## config.mk

```make
export PLATFORM = sky130hd
export DESIGN_NAME = sacl_match
export DESIGN_NICKNAME = d
export VERILOG_FILES = /design/src/rtl/core/sacl_pkg.sv /design/src/rtl/core/sacl_match.sv
export SDC_FILE = /design/constraint.sdc
export NUM_CORES = 1
export LEC_CHECK = 0
export ABC_AREA = 1
export BUFFER_PORTS_ARGS = -buffer_cell sky130_fd_sc_hd__buf_2
export CAP_MARGIN = 30
export CORE_AREA = 4 4 235 237
export DETAILED_ROUTE_END_ITERATION = 10
export DIE_AREA = 0 0 239 241
export SYNTH_ARGS = -nofsm -noshare
export SYNTH_HDL_FRONTEND = slang
export SYNTH_SLANG_ARGS = --single-unit
```

## constraint.sdc

```tcl
create_clock -name vclk -period 2.42
set_input_delay 0.242 -clock vclk [all_inputs]
set_output_delay 0.242 -clock vclk [all_outputs]
set_load 0.02 [all_outputs]
```

## src/rtl/core/sacl_pkg.sv

```systemverilog
`default_nettype none
package sacl_pkg;

  localparam int MAX_SET_BITS_DEF = 6;
  localparam int MAX_WAYS_DEF     = 4;

  localparam int ADDR_W   = 64;
  localparam int TOTAL_W  = 32;
  localparam int SB_W     = 4;
  localparam int CFG_IDX_W  = 2;
  localparam int CFG_DATA_W = 6;
  localparam int OUT_W    = 104;

  localparam logic [CFG_IDX_W-1:0] REG_SET_BITS    = 2'd0;
  localparam logic [CFG_IDX_W-1:0] REG_OFFSET_BITS = 2'd1;
  localparam logic [CFG_IDX_W-1:0] REG_WAYS        = 2'd2;

  localparam logic [1:0] REQ_MODIFY = 2'd2;

  typedef enum logic [1:0] {
    ST_CLEAR,
    ST_IDLE,
    ST_LOOKUP
  } state_t;

  typedef struct packed {
    logic hit;
    logic evict;
  } lookup_t;

  function automatic logic [TOTAL_W-1:0] sat_add(input logic [TOTAL_W-1:0] v,
                                                 input logic [1:0] inc);
    logic [TOTAL_W:0] sum;
    sum = {1'b0, v} + {{(TOTAL_W-1){1'b0}}, inc};
    return sum[TOTAL_W] ? {TOTAL_W{1'b1}} : sum[TOTAL_W-1:0];
  endfunction

endpackage
`default_nettype wire

```

## src/rtl/core/sacl_match.sv

```systemverilog
`default_nettype none
module sacl_match
  import sacl_pkg::*;
#(
  parameter int MAX_WAYS = 4,
  parameter int RW       = 2,
  parameter int WCW      = 3
) (
  input  wire logic [MAX_WAYS-1:0][ADDR_W-1:0] tag_row,
  input  wire logic [MAX_WAYS-1:0]             valid,
  input  wire logic [MAX_WAYS-1:0][RW-1:0]     rank,
  input  wire logic [ADDR_W-1:0]               tag,
  input  wire logic [WCW-1:0]                  ways_eff,
  output lookup_t                              res,
  output logic      [MAX_WAYS-1:0][ADDR_W-1:0] new_tag_row,
  output logic      [MAX_WAYS-1:0]             new_valid,
  output logic      [MAX_WAYS-1:0][RW-1:0]     new_rank
);

  logic [RW-1:0] found;
  logic [RW-1:0] victim;
  logic [RW-1:0] hit_rank;
  logic [RW-1:0] last_rank;
  logic          hit;

  always_comb begin
    hit       = 1'b0;
    found     = '0;
    victim    = '0;
    last_rank = RW'(ways_eff - WCW'(1));
    for (int i = 0; i < MAX_WAYS; i++) begin
      if (WCW'(i) < ways_eff && valid[i] && tag_row[i] == tag) begin
        hit   = 1'b1;
        found = RW'(i);
      end
      if (WCW'(i) < ways_eff && rank[i] == last_rank) begin
        victim = RW'(i);
      end
    end
    hit_rank = rank[found];

    new_tag_row = tag_row;
    new_valid   = valid;
    new_rank    = rank;
    if (hit) begin
      for (int i = 0; i < MAX_WAYS; i++) begin
        if (WCW'(i) < ways_eff && rank[i] < hit_rank) begin
          new_rank[i] = rank[i] + RW'(1);
        end
      end
      new_rank[found] = '0;
    end else begin
      for (int i = 0; i < MAX_WAYS; i++) begin
        if (WCW'(i) < ways_eff) begin
          new_rank[i] = (rank[i] == last_rank) ? '0 : rank[i] + RW'(1);
        end
      end
      new_valid[victim]   = 1'b1;
      new_tag_row[victim] = tag;
    end

    res.hit   = hit;
    res.evict = !hit && valid[victim];
  end

endmodule
`default_nettype wire

```

==> results_dict.tcl <==
set metrics [dict create \
    cp-end-kind "primary output" \
    critPathKind "input pin to primary output" \
    grt-ovfl-total 0 \
    hold_ws_ns 0.808 \
    cp_common_cell "nand2_2" \
    required_ns 2.18 \
    violations "negative setup slack" \
    hold_viol_final 0 \
    total_power_mw 7.92 \
    ys_seq_area_frac 0 \
    port_buffers 605 \
    wl_mm 112 \
    worstHoldEndpoint "new_tag_row[161]" \
    drc 0 \
    slowest_delay_ns 0.21 \
    die_width_um 239 \
    vias 22500 \
    grt_max_degree 19 \
    ant_nets 0 \
    worstPathCellList "buf_4, clkinvlp_4, nand2_2, nand2_1, nor2_1, nand2_1, nor2_2, nand2_2, nor2_4, nand3_4, nand2_2, inv_2, nand2_4, inv_6, nand2_8, buf_12, nor2_4, buf_12, nand2_8, buf_4, clkbuf_16, nand2_2, o21ai_2, buf_6" \
    drtIter0Drc 2256 \
    power_density_mw_per_mm2 288 \
    ys_types 41 \
    cts.hold.buffers_added 0 \
    final_cell_mix "buf_4, nand2_1, buf_2" \
    vdd_drop_max_mv 0.211 \
    fin_ws_ns -0.486 \
    synthCells 2219 \
    drv_cap 0 \
    cp_slowest_cell "clkinvlp_4" \
    slew_headroom 0.679 \
    syn_to_final_growth_pct 169 \
    holdCritPathClass "input pin to primary output" \
    synth_fp_nets 2554 \
    n_clock_buffer 0 \
    synth_top_cell_by_area "nand2_1" \
    wl_per_cell_um 25.1 \
    grt_first_pass_wirelength_mm 146 \
    rows 85 \
    ys_top_cells_by_area "nand2_1, inv_1, nor2_1, o21ai_1, nand4_1" \
    worstPathArrival_ns 2.66 \
    finalMaxSlewViolations 0 \
    cp_num_cells 24 \
    first_global_vias 21300 \
    setup_viol 269 \
    fp.dieH_um 241 \
    max_freq_ghz 0.344 \
    gp_congestion 1.09 \
    crit_path_start "tag[49]" \
    avgSynthCellArea_um2 4.61 \
    whs_path_depth 4 \
    period_share 1.20 \
    final_common_cell "buf_4" \
    power.leakage_nw 14.6 \
    coreArea_mm2 0.0533 \
    rsz0062_at_grt "true" \
    dp_slack_ns -0.955 \
    hpwl_mm 94.1 \
    die_area_mm2 0.0576 \
    worst_pin_slew_ns 0.479 \
    numSequentialCells 0 \
    synth_area_mm2 0.0102 \
    critPathTopFamily "simple AND/OR/NAND/NOR gates" \
    track_usage 0.350 \
    synth_top_area_frac 0.308 \
    initial_utilization 0.192 \
    min-delay-start "tag_row[161]" \
    fin_crit_ns 2.91 \
    start_kind "input pin" \
    layout.nets 4099 \
    setup-tns-final_ns -97.11 \
    path_max_fanout 6 \
    first_pass_iters 6 \
    avgViaCountPerCell 5.03 \
    antenna_found_initial 11 \
    path_buf_inv 9 \
    status "complete, but fails checks" \
    drive_gt1_frac 0.622 \
    yosysWarnings 0 \
    regArea_um2 0 \
    pin_count 605 \
]
-- layer usage --
metal | global-route usage | up-vias | part of all wire
met5 | 0 | - | 0.00099
met4 | 0.128 | 14 | 0.051
met3 | 0.0385 | 257 | 0.081
met2 | 0.602 | 1316 | 0.47
met1 | 0.454 | 10600 | 0.40
li1 | - | 10300 | -
-- stage by stage --
stage | std cells | util | cell area [µm²]
finish | 4462 | 0.516 | 27500
floorplan | 2219 | - | 10700
global placement | 4316 | 0.396 | 21100
CTS | 4405 | 0.467 | 24900
global route | 4461 | 0.516 | 27500
detailed placement | 4316 | 0.396 | 21100
-- cell usage after synthesis (6+ instances only) --
cell and n:
nor4_1 51, nand3b_1 8, buf_4 20, nand2_1 838, o21ai_0 116, clkbuf_1 10
a31oi_1 6, nor3_1 47, nand4_1 102, or2_1 6, or2_2 6, nand3_1 103
xnor2_1 46, o21ai_1 160, xor2_1 44, nor2_1 217, inv_2 36, inv_1 280
buf_6 15, o22ai_1 8, buf_2 38, nor3b_1 6, a21oi_1 7, clkbuf_2 14
-- logic make-up (layout without fill, tap and decap cells) --
| group | count (synthesis) | in the layout | synth area share |
|---|---|---|---|
| buffers and inverters | 414 | 1956 | 0.177 |
| AO/OA/AOI/OAI | 305 | 305 | 0.154 |
| AND/OR/NAND/NOR | 1410 | 1411 | 0.593 |
| other | 0 | 4 | 0 |
| XOR/XNOR | 90 | 90 | 0.0771 |
-- how the worst max path moves through the flow --
stage and end:
3_3_place_gp new_tag_row[225], 3_5_place_dp new_tag_row[225], 2_1_floorplan new_tag_row[196], 6_report new_tag_row[157], 4_1_cts new_tag_row[232], 5_1_grt new_tag_row[157]
-- where the power goes --
part / switching, mW / internal [mW] / total (mW)
Combinational: 4.31 / 3.61 / 7.92
Clock: 0 / 0.000000165 / 0.000000165
Sequential: 0 / 0 / 0
Total: 4.31 / 3.61 / 7.92
-- worst min-delay path: cells and delay by family --
family | cells | cell delay [ns]
and+or+nand+nor | 1 | 0.05
buffers and inverters | 2 | 0.22
AOI/OAI and AO/OA | 1 | 0.05
-- final cells by class --
cell class,instances,area [µm²]
multi-input combinational,1806,11400
inverter,316,1440
antenna,4,10.0
tap,696,871
fill,5326,25800
timing repair buffer,1640,13700
-- timing repair --
item                                    4_1_cts  5_1_grt
gates resized for setup                     799      548
pin swaps                                    66      151
buffers inserted                             73       52
endpoints found under the setup margin      270      270
hold endpoints to repair                      0        0
cloned                                       18       13
Note: power is estimated with default switching activity, not from simulation.
